--- config.mk ---
export PLATFORM = sky130hd
export DESIGN_NAME = mbbf_xform
export DESIGN_NICKNAME = d
export VERILOG_FILES = /design/src/design/mbbf_pkg.sv /design/src/design/mbbf_xform.sv
export SDC_FILE = /design/constraint.sdc
export NUM_CORES = 2
export LEC_CHECK = 0
export BUFFER_PORTS_ARGS = -buffer_cell sky130_fd_sc_hd__buf_2
export CAP_MARGIN = 30
export CELL_PAD_IN_SITES_DETAIL_PLACEMENT = 0
export CELL_PAD_IN_SITES_GLOBAL_PLACEMENT = 1
export CORE_MARGIN = 5
export CORE_UTILIZATION = 43
export DETAILED_ROUTE_END_ITERATION = 8
export GPL_ROUTABILITY_DRIVEN = 0
export PLACE_DENSITY = 0.76
export RECOVER_POWER = 25
export SYNTH_ARGS = -nofsm -noshare
export SYNTH_HDL_FRONTEND = slang
export SYNTH_SLANG_ARGS = --single-unit
--- constraint.sdc ---
create_clock -name clk -period 9.7 [get_ports clk]
set_clock_uncertainty 0.2 [all_clocks]
set_input_delay 0.485 -clock clk [delete_from_list [all_inputs] [get_ports clk]]
set_output_delay 0.485 -clock clk [all_outputs]
set_load 0.02 [all_outputs]
--- src/design/mbbf_pkg.sv ---
package mbbf_pkg;

  localparam int unsigned MAX_VERTICES_DEF = 4096;
  localparam int COORD_W = 32;
  localparam int INDEX_W = 12;
  localparam int DIV_W   = 48;
  localparam int DVS_W   = 32;
  localparam int MUL_W   = 16;

  localparam logic [31:0] UNIT_SCALE = 32'h0001_0000;
  localparam logic [15:0] HALF_LSB   = 16'h8000;

  typedef logic signed [COORD_W-1:0] coord_t;

  typedef enum logic [1:0] {
    OP_LOAD  = 2'd0,
    OP_FIT   = 2'd1,
    OP_FETCH = 2'd2,
    OP_NONE  = 2'd3
  } op_t;

  typedef enum logic [2:0] {
    STS_OK          = 3'd0,
    STS_NO_USABLE   = 3'd1,
    STS_ZERO_EXTENT = 3'd2,
    STS_SCALE_RANGE = 3'd3,
    STS_OVERFLOW    = 3'd4,
    STS_BAD_FETCH   = 3'd5
  } status_t;

  typedef enum logic {
    KIND_FIT    = 1'b0,
    KIND_VERTEX = 1'b1
  } kind_t;

  typedef enum logic [2:0] {
    REG_TARGET   = 3'd0,
    REG_CENTER_X = 3'd1,
    REG_CENTER_Y = 3'd2,
    REG_CENTER_Z = 3'd3,
    REG_MIRROR_Y = 3'd4
  } reg_idx_t;

  typedef enum logic [2:0] {
    S_IDLE,
    S_EXTENT,
    S_DIVIDE,
    S_FETCH,
    S_XFORM,
    S_EMIT
  } fsm_t;

  typedef enum logic [2:0] {
    X_IDLE,
    X_DIFF,
    X_MLO,
    X_MHI,
    X_SUM,
    X_FIN
  } xf_state_t;

  typedef struct packed {
    logic        start;
    logic        mirror;
    logic [31:0] scale;
  } xf_ctl_t;

  typedef struct packed {
    logic busy;
    logic done;
  } unit_sts_t;

endpackage

--- src/design/mbbf_xform.sv ---
module mbbf_xform (
  input  logic              clk,
  input  logic              rst_n,
  input  mbbf_pkg::xf_ctl_t ctl,
  input  mbbf_pkg::coord_t  vtx [3],
  input  mbbf_pkg::coord_t  mid [3],
  input  mbbf_pkg::coord_t  center [3],
  output mbbf_pkg::unit_sts_t sts,
  output mbbf_pkg::coord_t  res [3]
);
  import mbbf_pkg::*;

  xf_state_t          st_r, st_nxt;
  logic [1:0]         k_r;
  logic               done_r;
  logic [32:0]        mag_r;
  logic               neg_r;
  logic [48:0]        acc_r;
  logic [48:0]        phi_r;
  logic [32:0]        rnd_r;
  logic signed [50:0] sgn_r;

  coord_t             v_sel, m_sel, c_sel;
  logic signed [32:0] d;
  logic [MUL_W-1:0]   mul_b;
  logic [48:0]        prod;
  logic [48:0]        rsum;
  logic [49:0]        p;
  logic signed [50:0] t;
  logic               flip;

  assign v_sel = vtx[k_r];
  assign m_sel = mid[k_r];
  assign c_sel = center[k_r];
  assign flip  = ctl.mirror && (k_r == 2'd1);
  assign d     = flip ? ({m_sel[31], m_sel} - {v_sel[31], v_sel})
                      : ({v_sel[31], v_sel} - {m_sel[31], m_sel});

  // One 33x16 multiplier, used for the low and then the high half of the scale.
  assign mul_b = (st_r == X_MLO) ? ctl.scale[15:0] : ctl.scale[31:16];
  assign prod  = 49'(mag_r * mul_b);
  assign rsum  = acc_r + 49'(HALF_LSB);
  assign p     = 50'(phi_r) + 50'(rnd_r);
  assign t     = sgn_r + {{19{c_sel[31]}}, c_sel};

  always_comb begin
    st_nxt = st_r;
    case (st_r)
      X_IDLE: if (ctl.start) st_nxt = X_DIFF;
      X_DIFF: st_nxt = X_MLO;
      X_MLO:  st_nxt = X_MHI;
      X_MHI:  st_nxt = X_SUM;
      X_SUM:  st_nxt = X_FIN;
      X_FIN:  st_nxt = (k_r == 2'd2) ? X_IDLE : X_DIFF;
      default: st_nxt = X_IDLE;
    endcase
  end

  always_ff @(posedge clk) begin
    if (!rst_n) begin
      st_r   <= X_IDLE;
      k_r    <= '0;
      done_r <= 1'b0;
    end else begin
      st_r   <= st_nxt;
      done_r <= (st_r == X_FIN) && (k_r == 2'd2);
      if (st_r == X_IDLE) begin
        k_r <= '0;
      end else if (st_r == X_FIN) begin
        k_r <= k_r + 2'd1;
      end
    end
  end

  always_ff @(posedge clk) begin
    case (st_r)
      X_DIFF: begin
        neg_r <= d[32];
        mag_r <= d[32] ? 33'(~d + 33'd1) : 33'(d);
      end
      X_MLO: acc_r <= prod;
      X_MHI: begin
        phi_r <= prod;
        rnd_r <= rsum[48:16];
      end
      X_SUM: sgn_r <= neg_r ? -$signed({1'b0, p}) : $signed({1'b0, p});
      X_FIN: begin
        if (t[50:31] != {20{t[50]}}) begin
          res[k_r] <= t[50] ? coord_t'(32'h8000_0000) : coord_t'(32'h7FFF_FFFF);
        end else begin
          res[k_r] <= t[31:0];
        end
      end
      default: ;
    endcase
  end

  assign sts.busy = (st_r != X_IDLE);
  assign sts.done = done_r;
endmodule

### Word level (Yosys, flattened, before mapping)

Cells that the tools add are included.

| cells by class | value |
|---|---|
| add/sub/neg operators | 8 |
| multipliers | 1 |
| magnitude comparators | 2 |
| eq/ne operators | 9 |
| multiplexer cells | 22 |
| bitwise operators | 3 |
| reduce and logical (&&, ||, !) cells | 6 |

Operators by type and width:

| cell | number |
|---|---|
| $mux W32 | 9 |
| $bmux W32 S2 | 3 |
| $bwmux W96 | 2 |
| $mux W96 | 1 |
| $sub A32 B32 Y33 | 2 |
| $demux W32 S2 | 1 |
| $add A51 B51 Y51 | 1 |
| $neg A50 Y51 | 1 |
| $add A49 B33 Y50 | 1 |
| $mux W50 | 1 |
| $add A49 B16 Y49 const B | 1 |
| $mul A33 B16 Y49 | 1 |
| $add A33 B1 Y33 const B | 1 |
| $mux W33 | 1 |
| $not A33 Y33 | 1 |
| $ne A19 B19 Y1 | 1 |
| $pmux W3 S6 | 1 |
| $mux W16 | 1 |
| $eq A3 B2 Y1 const B | 2 |
| $eq A3 B3 Y1 const B | 2 |
| $eq A3 B1 Y1 const B | 1 |
| $ge A3 B3 Y1 const B | 1 |
| $logic_and A1 B1 Y1 | 3 |
| $logic_not A3 Y1 | 1 |
| other kinds (11) | 11 |

| word-level totals | value |
|---|---|
| register bits | 318 |
| output and inout bits | 98 |
| word-level logic and storage cells | 65 |

### Longest topological paths before layout

| logic depth | value |
|---|---|
| depth in word-level cells | 9 |
| depth in mapped cells | 30 |
| mapped depth without buffers | 27 |

### Worst setup path after synthesis

No wires, ideal clock.

| path | value |
|---|---|
| kind | flip-flop to flip-flop |
| start | register st_r[0] |
| end | register acc_r[47] (data pin) |
| library setup time | 268 ps |
| data arrival time | 9,339 ps |
| required time | 9,232 ps |
| slack | -107 ps |
| cell stages (with the launch flop) | 28 |
| path buffers | 4 |
| period minus slack after synthesis | 9,807 ps |
| path through | dfxtp_1 > clkbuf_1 > nor3b_1 > clkbuf_1 > mux2_2 > clkbuf_1 > nand2_1 > fa_1 > fa_1 > fa_1 > inv_1 > fa_1 > fa_1 > inv_1 > fa_1 > inv_1 > ha_1 > clkbuf_1 > a21o_1 > a21oi_1 > o2111ai_1 > o21a_1 > a31o_2 > a311oi_1 > o21ai_0 > a221oi_1 > mux2i_1 > a2111o_1 |

| on the way | value |
|---|---|
| cells in the longest elaborated chain, start to end | 3 |

RTL lines:

| what | line | RTL |
|---|---|---|
| start, declared | mbbf_xform.sv:13 | `xf_state_t st_r, st_nxt;` |
| start signal, assigned | mbbf_xform.sv:65 | `st_r <= st_nxt;` |
| $eq A3 B2 Y1 | mbbf_xform.sv:40 | `assign mul_b = (st_r == X_MLO) ? ctl.scale[15:0] : ctl.scale[31:16];` |
| $mux W16 | mbbf_xform.sv:40 |  |
| $mul A33 B16 Y49 | mbbf_xform.sv:41 | `assign prod = 49'(mag_r * mul_b);` |
| named net prod[47] | mbbf_xform.sv:26 | `logic [48:0] prod;` |
| end signal, assigned | mbbf_xform.sv:81 | `X_MLO: acc_r <= prod;` |
| end, declared | mbbf_xform.sv:18 | `logic [48:0] acc_r;` |

The timed path passes the listed nets, and every way through them passes these cells.
A chain may end at the register's enable or synchronous reset.

### Final worst setup path

| path | value |
|---|---|
| start | register st_r[2] |
| end | register acc_r[47] (data pin) |

Same word-level chain as after synthesis.

==> results.txt <==
Register Area - 9040 µm²
Max Fanout on Critical Path - 33
Die Ht - 319 µm
CTS Buf Count - 37
Inst Count DP - 6,082
Asr flop ratio synth - 0
Reg2Reg Depth - 25
Kind of critical path - reg -> reg
Post-synthesis sequential area ratio - 0.219
Commonest non-fill, non-tap cell in the layout - nand2_1
Crit. End Element - flop
Layout filler cell count - 9,230
Worst-Margin Slew - 2.61 ns
R2r setup slk - 0.61 ns
Hold Crit Class - in -> reg
Req. time, crit path - 9.78 ns
Drt via density - 5.40
Hold path startpoint - ctl[33]
CP Data Arrival Time - 9.16 ns
Synthesized area - 41,200 µm²
CTS max path bufs - 3
Reg-to-reg critical path endpoint - acc_r[47]
Clock Latency Late Sink - 0.59 ns
Failing checks - max-capacitance violations, max-slew violations
Final hold viol count - 0
Iter 0 DRT Violations - 1,932
Top FF cell, synth - edfxtp_1
Via count of the routed design - 33,230
# setup viols final - 0
Initial core utilization - 0.433
Grt ovf - 0
Chip Width - 319 µm
Synth-to-Final Area Change - 10.4%
Sink Count - 303
EDFF count, synth - 297
First-pass GRT wire length - 187,000 µm
Commonest non-fill, non-tap cells in the layout - nand2_1, inv_1, fa_1, buf_2, a21oi_1
Vias in the first global route - 34,206
Initial antenna violation count - 2
Die area - 102,000 µm²
Core area - 95,000 µm²
Routed Antenna Nets - 0
Final Max Tran Viols - 125
RSZ-0062 raised after global routing - false
Ys Warns - 0
Slew headroom - -0.742
DP HPWL - 94,400 µm
Distinct cells, synth - 103
Max-Cap Viols - 3
Crit share post-route - 0.937
Area of the multi-input gates - 28,900 µm²
CTS tree - yes
DRT Wirelength - 117,000 µm
Synthesized area per cell - 8.95 µm²
Startpoint type of the worst setup path - flop
Syn Inst Count - 4,599
WL/cell - 19.0 µm
Syn_nets - 5,633
Final setup TNS - 0 ns
Min-Delay Path Depth - 4
Status - finished with violations
Rows - 113
Port-buffer cells - 421
FF+latch count, synth - 303
Nets - 5,893
Finished Layout Cells - 6,156
# IOs - 422
Layout cells sized above 1 - 0.0990
CTS resizes - 0
GRT Resource Usage Total - 0.224
Crit Reg-Reg Startpoint - st_r[2]
DRC viols - 0
Achievable clock frequency - 110 MHz
Hold Path End - st_r[0]
Final critical-path required period - 9.09 ns
Largest net degree at the start of global routing - 75
Root buffer cell - clkbuf_16
1st-pass router iterations - 7
Htree depth - 2
CTS clk-pin slew, worst paths - 0.06 ns
synth_stat cells (10+ instances only):
library cell / n / area, µm²
o211ai_1: 40 / 300
xor2_1: 87 / 762
nand2b_1: 20 / 125
o21bai_1: 20 / 150
nor4_1: 19 / 119
nand2_1: 637 / 2390
o21ai_0: 174 / 871
o2111ai_1: 14 / 123
o21a_1: 30 / 225
o21ai_1: 14 / 70.1
nor2b_1: 24 / 150
a31oi_1: 26 / 163
and3_1: 33 / 206
nand4_1: 57 / 357
edfxtp_1: 297 / 8920
ha_1: 274 / 3430
nor3_1: 42 / 210
nor2_1: 202 / 758
a21oi_1: 299 / 1500
buf_1: 14 / 52.6
a221oi_1: 11 / 96.3
clkbuf_1: 189 / 709
a21o_1: 75 / 563
a21boi_0: 10 / 75.1
mux2_2: 19 / 214
or3_1: 18 / 113
and4_1: 13 / 114
nand3_1: 54 / 270
o31ai_1: 19 / 143
and2_1: 241 / 1510
inv_1: 595 / 2230
xnor2_1: 177 / 1550
mux2i_1: 202 / 2020
fa_1: 436 / 8730
a211oi_1: 24 / 180
buf_2: 21 / 105
per-layer routing:
layer  GRT usage  share of wire  vias to the layer above
met4      0.0533          0.026                        0
met5           0              0                        -
met1       0.298           0.44                    16170
met3      0.0361          0.058                      186
li1            -              -                    15963
met2       0.388           0.48                      911
metrics by stage:
| stage | utilization | instance area, µm² | worst slack [ns] | hold slack [ns] |
|---|---|---|---|---|
| 2_1_floorplan | - | 41200 | 0.515 | 0.327 |
| 3_3_place_gp | 0.465 | 44200 | 0.772 | 0.360 |
| 3_5_place_dp | 0.466 | 44200 | 0.682 | 0.371 |
| 4_1_cts | 0.479 | 45500 | 0.586 | 0.0124 |
| 5_1_grt | 0.478 | 45400 | 0.157 | 0.0405 |
| 6_report | 0.478 | 45400 | 0.613 | 0.0443 |
how the worst max path moves through the flow:
stage | from | endpoint | slack [ns] | cells after the start
after floorplan | st_r[0] | acc_r[47] | 0.52 | 27
after global placement | st_r[2] | phi_r[47] | 0.77 | 24
after detailed placement | st_r[2] | acc_r[47] | 0.68 | 25
after CTS | st_r[2] | acc_r[47] | 0.59 | 25
after global routing | st_r[2] | acc_r[47] | 0.16 | 27
final | st_r[2] | acc_r[47] | 0.61 | 25
critical path: stages, from the launching register on:
cell	delay, ns
dfxtp_1	0.41
nor3b_2	0.21
buf_4	0.37
mux2_2	0.82
nand2_1	0.18
fa_1	0.58
inv_1	0.05
fa_1	0.48
fa_1	0.57
fa_1	0.43
fa_1	0.49
inv_1	0.05
fa_1	0.48
inv_1	0.07
ha_1	0.35
a21o_1	0.20
a21o_1	0.20
a21oi_1	0.20
o2111ai_1	0.12
o21a_1	0.25
a31o_2	0.29
a311oi_1	0.37
o21ai_0	0.30
a221oi_1	0.49
mux2i_1	0.14
a2111o_1	0.42
cell type report:
type / instances / area share
clock buffers: 45 / 0.0213
flip-flops and latches: 303 / 0.199
multi-input cells: 3465 / 0.637
repair buffers: 457 / 0.0511
inverters: 595 / 0.0491
clock inverters: 23 / 0.00752
diodes: 3 / 0.000165
well taps: 1265 / 0.0348
logic make-up (layout without fill, tap and decap cells):
| family | Yosys count | in the layout | synth area share |
|---|---|---|---|
| compound gates | 860 | 860 | 0.132 |
| xor+xnor | 264 | 264 | 0.0561 |
| fa+ha+maj | 710 | 710 | 0.295 |
| buf+inv | 831 | 1120 | 0.0781 |
| flops | 303 | 303 | 0.219 |
| mux | 221 | 221 | 0.0543 |
| other cells | 0 | 3 | 0 |
| simple gates | 1410 | 1410 | 0.165 |
flip-flops by register name, indices dropped and copies added (netlist names):
register and cells:
phi_r 49, res 96, st_r 3, sgn_r 51
acc_r 34, mag_r 33, rnd_r 33, neg_r 1
done_r 1, k_r 2
timing repair:
| item | CTS | global route |
|---|---|---|
| hold endpoints to repair | 6 | 0 |
| buffers inserted | 0 | 0 |
| hold buffers | 1 | 0 |
Power is left out: the tool's default activity adds up to more than one toggle a clock period on the data nets, which glitch-free logic cannot reach.
