--- config.mk ---
export PLATFORM = sky130hd
export DESIGN_NAME = mbbf_div
export DESIGN_NICKNAME = d
export VERILOG_FILES = /design/src/design/mbbf_pkg.sv /design/src/design/mbbf_div.sv
export SDC_FILE = /design/constraint.sdc
export NUM_CORES = 1
export LEC_CHECK = 0
export BUFFER_PORTS_ARGS = -buffer_cell sky130_fd_sc_hd__buf_4
export CAP_MARGIN = 5
export CORE_MARGIN = 2
export CORE_UTILIZATION = 60
export CTS_BUF_LIST = sky130_fd_sc_hd__clkbuf_4
export DETAILED_ROUTE_END_ITERATION = 7
export PLACE_DENSITY = 0.86
export SYNTH_ARGS = -nofsm -noshare
export SYNTH_HDL_FRONTEND = slang
export SYNTH_SLANG_ARGS = --single-unit
--- constraint.sdc ---
create_clock -name clk -period 5.75 [get_ports clk]
set_input_delay 1.15 -clock clk [delete_from_list [all_inputs] [get_ports clk]]
set_output_delay 1.15 -clock clk [all_outputs]
set_load 0.01 [all_outputs]
--- src/design/mbbf_pkg.sv ---
package mbbf_pkg;

  localparam int unsigned MAX_VERTICES_DEF = 4096;
  localparam int COORD_W = 32;
  localparam int INDEX_W = 12;
  localparam int DIV_W   = 48;
  localparam int DVS_W   = 32;
  localparam int MUL_W   = 16;

  localparam logic [31:0] UNIT_SCALE = 32'h0001_0000;
  localparam logic [15:0] HALF_LSB   = 16'h8000;

  typedef logic signed [COORD_W-1:0] coord_t;

  typedef enum logic [1:0] {
    OP_LOAD  = 2'd0,
    OP_FIT   = 2'd1,
    OP_FETCH = 2'd2,
    OP_NONE  = 2'd3
  } op_t;

  typedef enum logic [2:0] {
    STS_OK          = 3'd0,
    STS_NO_USABLE   = 3'd1,
    STS_ZERO_EXTENT = 3'd2,
    STS_SCALE_RANGE = 3'd3,
    STS_OVERFLOW    = 3'd4,
    STS_BAD_FETCH   = 3'd5
  } status_t;

  typedef enum logic {
    KIND_FIT    = 1'b0,
    KIND_VERTEX = 1'b1
  } kind_t;

  typedef enum logic [2:0] {
    REG_TARGET   = 3'd0,
    REG_CENTER_X = 3'd1,
    REG_CENTER_Y = 3'd2,
    REG_CENTER_Z = 3'd3,
    REG_MIRROR_Y = 3'd4
  } reg_idx_t;

  typedef enum logic [2:0] {
    S_IDLE,
    S_EXTENT,
    S_DIVIDE,
    S_FETCH,
    S_XFORM,
    S_EMIT
  } fsm_t;

  typedef enum logic [2:0] {
    X_IDLE,
    X_DIFF,
    X_MLO,
    X_MHI,
    X_SUM,
    X_FIN
  } xf_state_t;

  typedef struct packed {
    logic        start;
    logic        mirror;
    logic [31:0] scale;
  } xf_ctl_t;

  typedef struct packed {
    logic busy;
    logic done;
  } unit_sts_t;

endpackage

--- src/design/mbbf_div.sv ---
module mbbf_div (
  input  logic                      clk,
  input  logic                      rst_n,
  input  logic                      start,
  input  logic [mbbf_pkg::DIV_W-1:0] dividend,
  input  logic [mbbf_pkg::DVS_W-1:0] divisor,
  output mbbf_pkg::unit_sts_t       sts,
  output logic [mbbf_pkg::DIV_W-1:0] quotient
);
  import mbbf_pkg::*;

  localparam int CNT_W = $clog2(DIV_W);

  logic             busy_r;
  logic             done_r;
  logic [CNT_W-1:0] cnt_r;
  logic [DVS_W-1:0] rem_r;
  logic [DIV_W-1:0] q_r;
  logic [DVS_W-1:0] dvs_r;
  logic [DVS_W:0]   trial;
  logic [DVS_W:0]   diff;
  logic             ge;

  // One quotient bit per cycle, restoring form.
  assign trial = {rem_r, q_r[DIV_W-1]};
  assign diff  = trial - {1'b0, dvs_r};
  assign ge    = (trial >= {1'b0, dvs_r});

  always_ff @(posedge clk) begin
    if (!rst_n) begin
      busy_r <= 1'b0;
      done_r <= 1'b0;
      cnt_r  <= '0;
    end else begin
      done_r <= 1'b0;
      if (start) begin
        busy_r <= 1'b1;
        cnt_r  <= '0;
      end else if (busy_r) begin
        cnt_r <= cnt_r + CNT_W'(1);
        if (cnt_r == CNT_W'(DIV_W - 1)) begin
          busy_r <= 1'b0;
          done_r <= 1'b1;
        end
      end
    end
  end

  always_ff @(posedge clk) begin
    if (start) begin
      rem_r <= '0;
      q_r   <= dividend;
      dvs_r <= divisor;
    end else if (busy_r) begin
      rem_r <= ge ? diff[DVS_W-1:0] : trial[DVS_W-1:0];
      q_r   <= {q_r[DIV_W-2:0], ge};
    end
  end

  assign sts.busy = busy_r;
  assign sts.done = done_r;
  assign quotient = q_r;
endmodule

Yosys cells after proc, flatten, opt, wreduce, memory -nomap -nowiden
Index checks and enable logic that the tools add are counted.

Register bits after elaboration: 120. Logic and storage cells: 22. Bits in writable memories: 0. ROM bits: 0. Input bits: 83. Memories kept: 0. Bits in latches: 0.

Magnitude comparators: 1. Bitwise logic cells: 2. Multiplexer cells: 7. Equal/unequal tests: 1. Reduce and logical (&&, ||, !) cells: 3. Multipliers: 0. Div/mod/pow operators: 0. Add/subtract/negate cells: 2. Shift operators: 0.

Operators by type and width (number): 48-bit two-way mux (2); 33-bit by 32-bit greater-or-equal comparator with 1-bit output (1); 32-bit two-way mux (1); 32-bit subtractor (1); 6-bit by 1-bit adder with 6-bit output, second input constant (1); 6-bit == test, second input constant (1); 1-bit two-way mux (4); 3-bit OR reduction (1); 1-bit NOT (2); 2-bit nonzero test (1); 2-bit OR reduction (1).

Logic depth before layout (Yosys ltp)
Gate-level depths: netlist (run 1).

Depth in word-level cells: 4. Mapped depth: 14. Mapped depth without buffers: 12.

Worst setup path before layout (run 1)
No wires, ideal clock.

Path type: reg2reg. From: register q_r[47], in the netlist quotient[47]. To: register rem_r[30]. Data required time: 5659 ps. Path slack: 2906 ps. Stages on the path, launching flop included: 12. Clock period less this slack: 2844 ps. Arrival time: 2753 ps. Path through: edfxtp_1 -> inv_1 -> ha_1 -> fa_1 -> nor2b_1 -> o2111ai_1 -> a2111oi_2 -> o31ai_1 -> a41oi_1 -> a41oi_1 -> mux2_2 -> a311oi_1.

Longest elaborated chain between the ends: 2.

RTL lines: from (decl) (RTL line mbbf_div.sv:18) `logic [DIV_W-1:0] q_r;`; from (signal assigned) (RTL line mbbf_div.sv:52) `q_r <= dividend;`; from (signal assigned) (RTL line mbbf_div.sv:56) `q_r <= {q_r[DIV_W-2:0], ge};`; 32-bit subtractor or 33-bit by 32-bit greater-or-equal comparator with 1-bit output (tied branches) (RTL line mbbf_div.sv:26, mbbf_div.sv:27); 32-bit two-way mux * (RTL line mbbf_div.sv:55) `rem_r <= ge ? diff[DVS_W-1:0] : trial[DVS_W-1:0];`; to (signal assigned) (RTL line mbbf_div.sv:55); to (decl) (RTL line mbbf_div.sv:17) `logic [DVS_W-1:0] rem_r;`.

Every way passes the cells marked *; elsewhere a longest branch is shown, timed or not. A chain may end at the register's enable or synchronous reset.

Final worst setup path (run 1)
From: register dvs_r[3]. To: register rem_r[17].

Longest elaborated chain between the ends: 2.

RTL lines: from (decl) (RTL line mbbf_div.sv:19) `logic [DVS_W-1:0] dvs_r;`; from (signal assigned) (RTL line mbbf_div.sv:53) `dvs_r <= divisor;`; 32-bit subtractor or 33-bit by 32-bit greater-or-equal comparator with 1-bit output (tied branches) (RTL line mbbf_div.sv:26, mbbf_div.sv:27); 32-bit two-way mux * (RTL line mbbf_div.sv:55).

Marked as above.

==> run metrics, run 1 <==
drt pass-1 iters=4; via/cell ratio=approximately 5.7; Syn Area/Cell=around 11 um2; Finished Core Util=0.737; Seq/Total Area, Yosys=0.478; Cell Int Power=around 1.6 mW; cells resized by post-CTS repair=0; final cell area excluding filler cells=roughly 8000 um2; Multi-input gate area=3180 um2; Placed Area=slightly below 8000 um2; vias in the first global route=5036; clock period minus final worst setup slack=3.49 ns; syn nets=about 730; total core area=approximately 11000 um2; Filler Cell Count=about 760; share of layout cells above drive strength 1=0.302; Req. time, crit path=6.13 ns; Yosys cell types=55; wire per inst=around 16 um; CP top delay family=compound AO/OA/AOI/OAI gates; Ports=133; Final Setup Violations=0; Post-CTS Setup Bufs=0; critical-path maximum fanout=23; Final GP Congestion=0.913; Fin. Hold Viols=0; H-tree Lvls=4; Routed WL=14500 um; Synth warnings=0; DRC violations left=0; post-synthesis register bit count=120; first-pass GRT wire length=23400 um; sw frac=0.291; clk_lat worst skew=between 0.5 and 0.6 ns; leakage=between 3 and 4 nW; Comb power frac=0.259; FMAX=between 200 and 300 MHz; Buf/Inv on CP=2; largest net degree at the start of global routing=68; Die Wd=approximately 110 um; Reg power frac=0.457; remaining global-route overflow=0; Worst setup EP type=flop; clock power share=0.284; IO buf count=132; Synth Instances=slightly above 600; placed wire-length estimate=10400 um; power per cell area=287 nW/um2; CP arrival=3.87 ns; min-delay worst type=flop to flop; outcome=complete, no violations; num rows=38; # Max-Cap Violations=0; CP Launch Type=flop; Post-synth EDFFs=80; crit path kind=flop to flop; Antenna Nets Post-Route=0; Slowest cell on crit path=a31oi_4; synth-to-layout area growth=19.9%; Syn Std Cell Area=6700 um2; Clock Path Buffers=2; Hold Buf Count CTS=0; Worst-path clk slew=0.11 ns; Most used DFF post-synth=edfxtp_1; CTS tree=yes; initial antenna violation count=0; root buf cell=clkbuf_4; FF/Latch Area=3200 um2; Initial Util=0.615; P_sw=670 uW; Final Cycle Share=0.606; Ant. Diodes=0; die area=12000 um2; vias post-DR=5008; actual slew at the worst max-slew pin=1.13 ns; chip height=approximately 110 um; Clock Skews=0.0179 ns; net count of the finished layout=about 850; critical-path cell list=inv_1 -> ha_1 -> nand3_1 -> o21bai_4 -> a2111oi_4 -> or3b_4 -> o211ai_2 -> a31oi_4 -> buf_4 -> mux2i_1 -> a211oi_1; fin. max-slew vios=0; fraction of registers with async set/reset=0; Slew headroom=0.247; peak supply drop=around 0.00031 V; most common cell after layout, fill and taps aside=buf_4; clk sinks=120; DRT iter0 DRCs=about 260; total track usage=0.251; Critical Path Max Stage Delay=0.70 ns; TritonCTS Buffers=17; RSZ-0062 raised after global routing=no; post-route setup TNS=0 ns; most frequent cells in the layout=buf_4 (135), edfxtp_1 (80), mux2_2 (50)
==> final timing paths <==
kind,from,endpoint,slack (ns),cells after the start
setup / recovery,dvs_r[3],rem_r[17],2.26,11
hold / removal,cnt_r[5],cnt_r[5],0.49,2
setup reg to reg,dvs_r[3],rem_r[17],2.26,11
hold reg to reg,cnt_r[5],cnt_r[5],0.49,2
==> synthesized netlist by cell type, types with 2 or more instances <==
master / number / area (um2)
a41oi_1: 2 / 17.5
xor2_1: 14 / 123
nor3_1: 6 / 30.0
buf_6: 4 / 45.0
nand4_1: 11 / 68.8
clkbuf_1: 24 / 90.1
nor2b_1: 6 / 37.5
nand3_1: 8 / 40.0
ha_1: 33 / 413
nor2_1: 48 / 180
xnor2_1: 17 / 149
dfxtp_1: 40 / 801
and3_1: 2 / 12.5
nand2_1: 40 / 150
o21ai_0: 13 / 65.1
o211ai_1: 4 / 30.0
inv_1: 40 / 150
or3_1: 2 / 12.5
or2_2: 3 / 18.8
mux2i_1: 28 / 280
mux2_2: 50 / 563
a211oi_1: 25 / 188
o21a_1: 9 / 67.6
edfxtp_1: 80 / 2400
o2bb2ai_1: 2 / 17.5
o31ai_1: 3 / 22.5
o21bai_1: 6 / 45.0
a311oi_1: 2 / 17.5
buf_4: 2 / 15.0
nand2b_1: 8 / 50.1
a21o_1: 12 / 90.1
a21oi_1: 41 / 205
a31oi_1: 5 / 31.3
==> state kept, by name, summed over array words and instances, names as in the netlist <==
register,count
busy_r,1
cnt_r,6
done_r,1
dvs_r,32
quotient,48
rem_r,32
==> routing by layer <==
| metal | vias to the layer above | track usage | part of all wire |
|---|---|---|---|
| met3 | 21 | 0.104 | 0.077 |
| met2 | 151 | 0.415 | 0.48 |
| met5 | - | 0 | 0 |
| met4 | 0 | 0.0723 | 0.015 |
| li1 | 2483 | - | - |
| met1 | 2353 | 0.299 | 0.43 |
==> power groups by stage <==
stage               Combinational (mW)  Clock, mW  Sequential [mW]
finish                           0.597      0.655             1.05
global route                     0.654      0.703             1.06
CTS                              0.595      0.665             1.05
detailed placement               0.591          0             1.07
global placement                 0.574          0             1.07
floorplan                        0.401          0             1.08
==> worst min-delay path, stage by stage (launching register included) <==
cell,delay [ns]
dfxtp_1,0.32
o21ai_0,0.06
a21oi_1,0.06
==> final cells by class <==
cell class,count,share of cell area
clock buffer,19,0.0178
clock inverter,11,0.0196
inverter,40,0.0187
multi-input combinational,420,0.397
sequential,120,0.399
tap,140,0.0218
timing repair buffer,135,0.126
==> through the flow <==
step                cells  worst slack (ns)  power [mW]  hold WS (ns)
CTS                   885              2.26        2.31         0.493
detailed placement    855              2.33        1.66         0.481
floorplan             612              2.91        1.48         0.454
global placement      855              2.45        1.64         0.462
finish                885              2.26        2.31         0.490
global route          885              2.03        2.42         0.532
==> cell families after synthesis <==
group | share of synthesized area
compound gates | 0.149
xor+xnor | 0.0405
fa+ha+maj | 0.0646
buf+inv | 0.0461
flops | 0.478
mux | 0.128
simple gates | 0.0938
Power figures use the tool's default switching activity.
==> run 2, diff against run 1 <==
--- a/config.mk
+++ b/config.mk
@@ -8,10 +8,10 @@
 export BUFFER_PORTS_ARGS = -buffer_cell sky130_fd_sc_hd__buf_4
 export CAP_MARGIN = 5
 export CORE_MARGIN = 2
-export CORE_UTILIZATION = 60
+export CORE_UTILIZATION = 52
 export CTS_BUF_LIST = sky130_fd_sc_hd__clkbuf_4
 export DETAILED_ROUTE_END_ITERATION = 7
-export PLACE_DENSITY = 0.86
+export PLACE_DENSITY = 0.79
 export SYNTH_ARGS = -nofsm -noshare
 export SYNTH_HDL_FRONTEND = slang
 export SYNTH_SLANG_ARGS = --single-unit
==> constraint.sdc (replaced) <==
create_clock -name clk -period 3 [get_ports clk]
set_input_delay 0.6 -clock clk [delete_from_list [all_inputs] [get_ports clk]]
set_output_delay 0.6 -clock clk [all_outputs]
set_load 0.01 [all_outputs]
==> run metrics, run 2 (synthesis results as in run 1) <==
Filler Cell Count=between 1k and 1.5k; chip height=roughly 120 um; via/cell ratio=5.49; Clock Skews=0.0157 ns; # Max-Cap Violations=0; TritonCTS Buffers=17; clk_lat worst skew=0.53 ns; outcome=complete, no violations; largest net degree at the start of global routing=115; Worst setup EP type=flop; die area=13800 um2; total core area=12600 um2; net count of the finished layout=871; peak supply drop=0.000400 V; WHS Path Cells=1; placed wire-length estimate=~11000 um; Die Wd=about 120 um; max reg flops=48; wire per inst=around 16 um; Routed WL=between 10000 and 15000 um; Initial Util=0.531; actual slew at the worst max-slew pin=0.681 ns; num rows=41; total track usage=0.219; PnR worst setup slack=0.119 ns; Slowest cell on crit path=edfxtp_1; Final GP Congestion=0.906; Multi-input gate area=3370 um2; vias in the first global route=5220; Fin. Hold Viols=0; clock period minus final worst setup slack=2.88 ns; Worst-path clk slew=0.11 ns; crit path kind=flop to flop; fin. max-slew vios=0; DRT iter0 DRCs=257; FF/Latch Area=3200 um2; pre-CTS setup slack=-0.0953 ns; power per cell area=508 nW/um2; clk sinks=120; Antenna Nets Post-Route=0; most frequent cells in the layout=buf_4 (151), edfxtp_1 (80), mux2_2 (50); Final Setup Violations=0; Clock Path Buffers=2; Ant. Diodes=0; share of layout cells above drive strength 1=0.351; Final Cycle Share=0.960; min-delay worst type=primary input to flop; Overall Power=4.23 mW; first-pass GRT wire length=24700 um; post-route setup TNS=0 ns; critical-path cell list=ha_4 -> fa_2 -> nor2b_4 -> o2111ai_4 -> a2111oi_4 -> o31ai_2 -> a41oi_2 -> a41oi_1 -> mux2_2 -> a311oi_1; RSZ-0062 raised after global routing=yes; vias post-DR=5151; DRC violations left=0; Ports=133; synth-to-layout area growth=24.5%; CP arrival=3.33 ns; CTS tree=yes; FMAX=around 350 MHz; Finished Core Util=0.661; most common cell after layout, fill and taps aside=buf_4; Critical Path Max Stage Delay=0.44 ns; CP Launch Type=flop; Req. time, crit path=3.45 ns; hold_ws=0.240 ns; root buf cell=clkbuf_4; drt pass-1 iters=4; leakage=3.46 nW; Slew headroom=0.546; IO buf count=132; initial antenna violation count=0; cell count of the worst reg-to-reg path=10; remaining global-route overflow=0; critical-path maximum fanout=3; H-tree Lvls=4
-- run 2: cell types whose count changed in the layout (fill, tap and decap cells not counted), sizes merged --
cell      before  now
clkbuf        19   18
clkinvlp       1    3
clkinv         6   10
inv           40   41
bufinv         4    0
a31oi          7    8
buf          135  154
-- run 2: worst max-delay path, delay by kind of cell, from the launching register on --
family,cells,cell delay [ns]
AO/OA/AOI/OAI,6,1.32
AND/OR/NAND/NOR,1,0.15
flip-flops,1,0.44
adder cells (fa/ha/maj),2,0.61
multiplexers,1,0.29
-- run 2: final timing paths --
| check | start | end | slack (ns) |
|---|---|---|---|
| setup / recovery | dvs_r[0] | rem_r[30] | 0.12 |
| hold / removal | divisor[30] | dvs_r[30] | 0.24 |
| setup reg to reg | dvs_r[0] | rem_r[30] | 0.12 |
| hold reg to reg | cnt_r[5] | cnt_r[5] | 0.49 |
-- run 2: layout make-up --
cell class              count  share of cell area
clock inverters            14              0.0102
clock buffers              18              0.0162
inverters                  40              0.0180
flip-flops and latches    120               0.384
repair buffers            154               0.142
well taps                 172              0.0258
multi-input cells         421               0.404
-- run 2: per-stage QoR --
step | instance area, um2 | cells
final | 8340 | 939
after global routing | 8340 | 939
after CTS | 8140 | 933
after detailed placement | 7890 | 901
after global placement | 7890 | 901
after floorplan | 6700 | 612
-- run 2: where the power goes --
part | internal (mW) | switching (mW) | total, mW
logic | 0.611 | 0.648 | 1.26
registers | 1.93 | 0.0868 | 2.02
clock network | 0.323 | 0.627 | 0.951
-- run 2: metal layers --
metal	routed length, um	part of all wire	up-vias	global-route usage
met5	0	0	-	0
li1	-	-	2529	-
met2	7250	0.48	174	0.361
met1	6230	0.42	2430	0.262
met4	208	0.014	0	0.0633
met3	1300	0.087	18	0.0959
-- run 2: what timing repair did --
item | in CTS | in global routing
setup endpoints to repair | 4 | 33
hold buffers | 0 | 0
setup buffers | 0 | 5
resized for setup | 5 | 30
pin swaps | 3 | 11
cloned | 0 | 1
endpoints found under the hold margin | 0 | 0
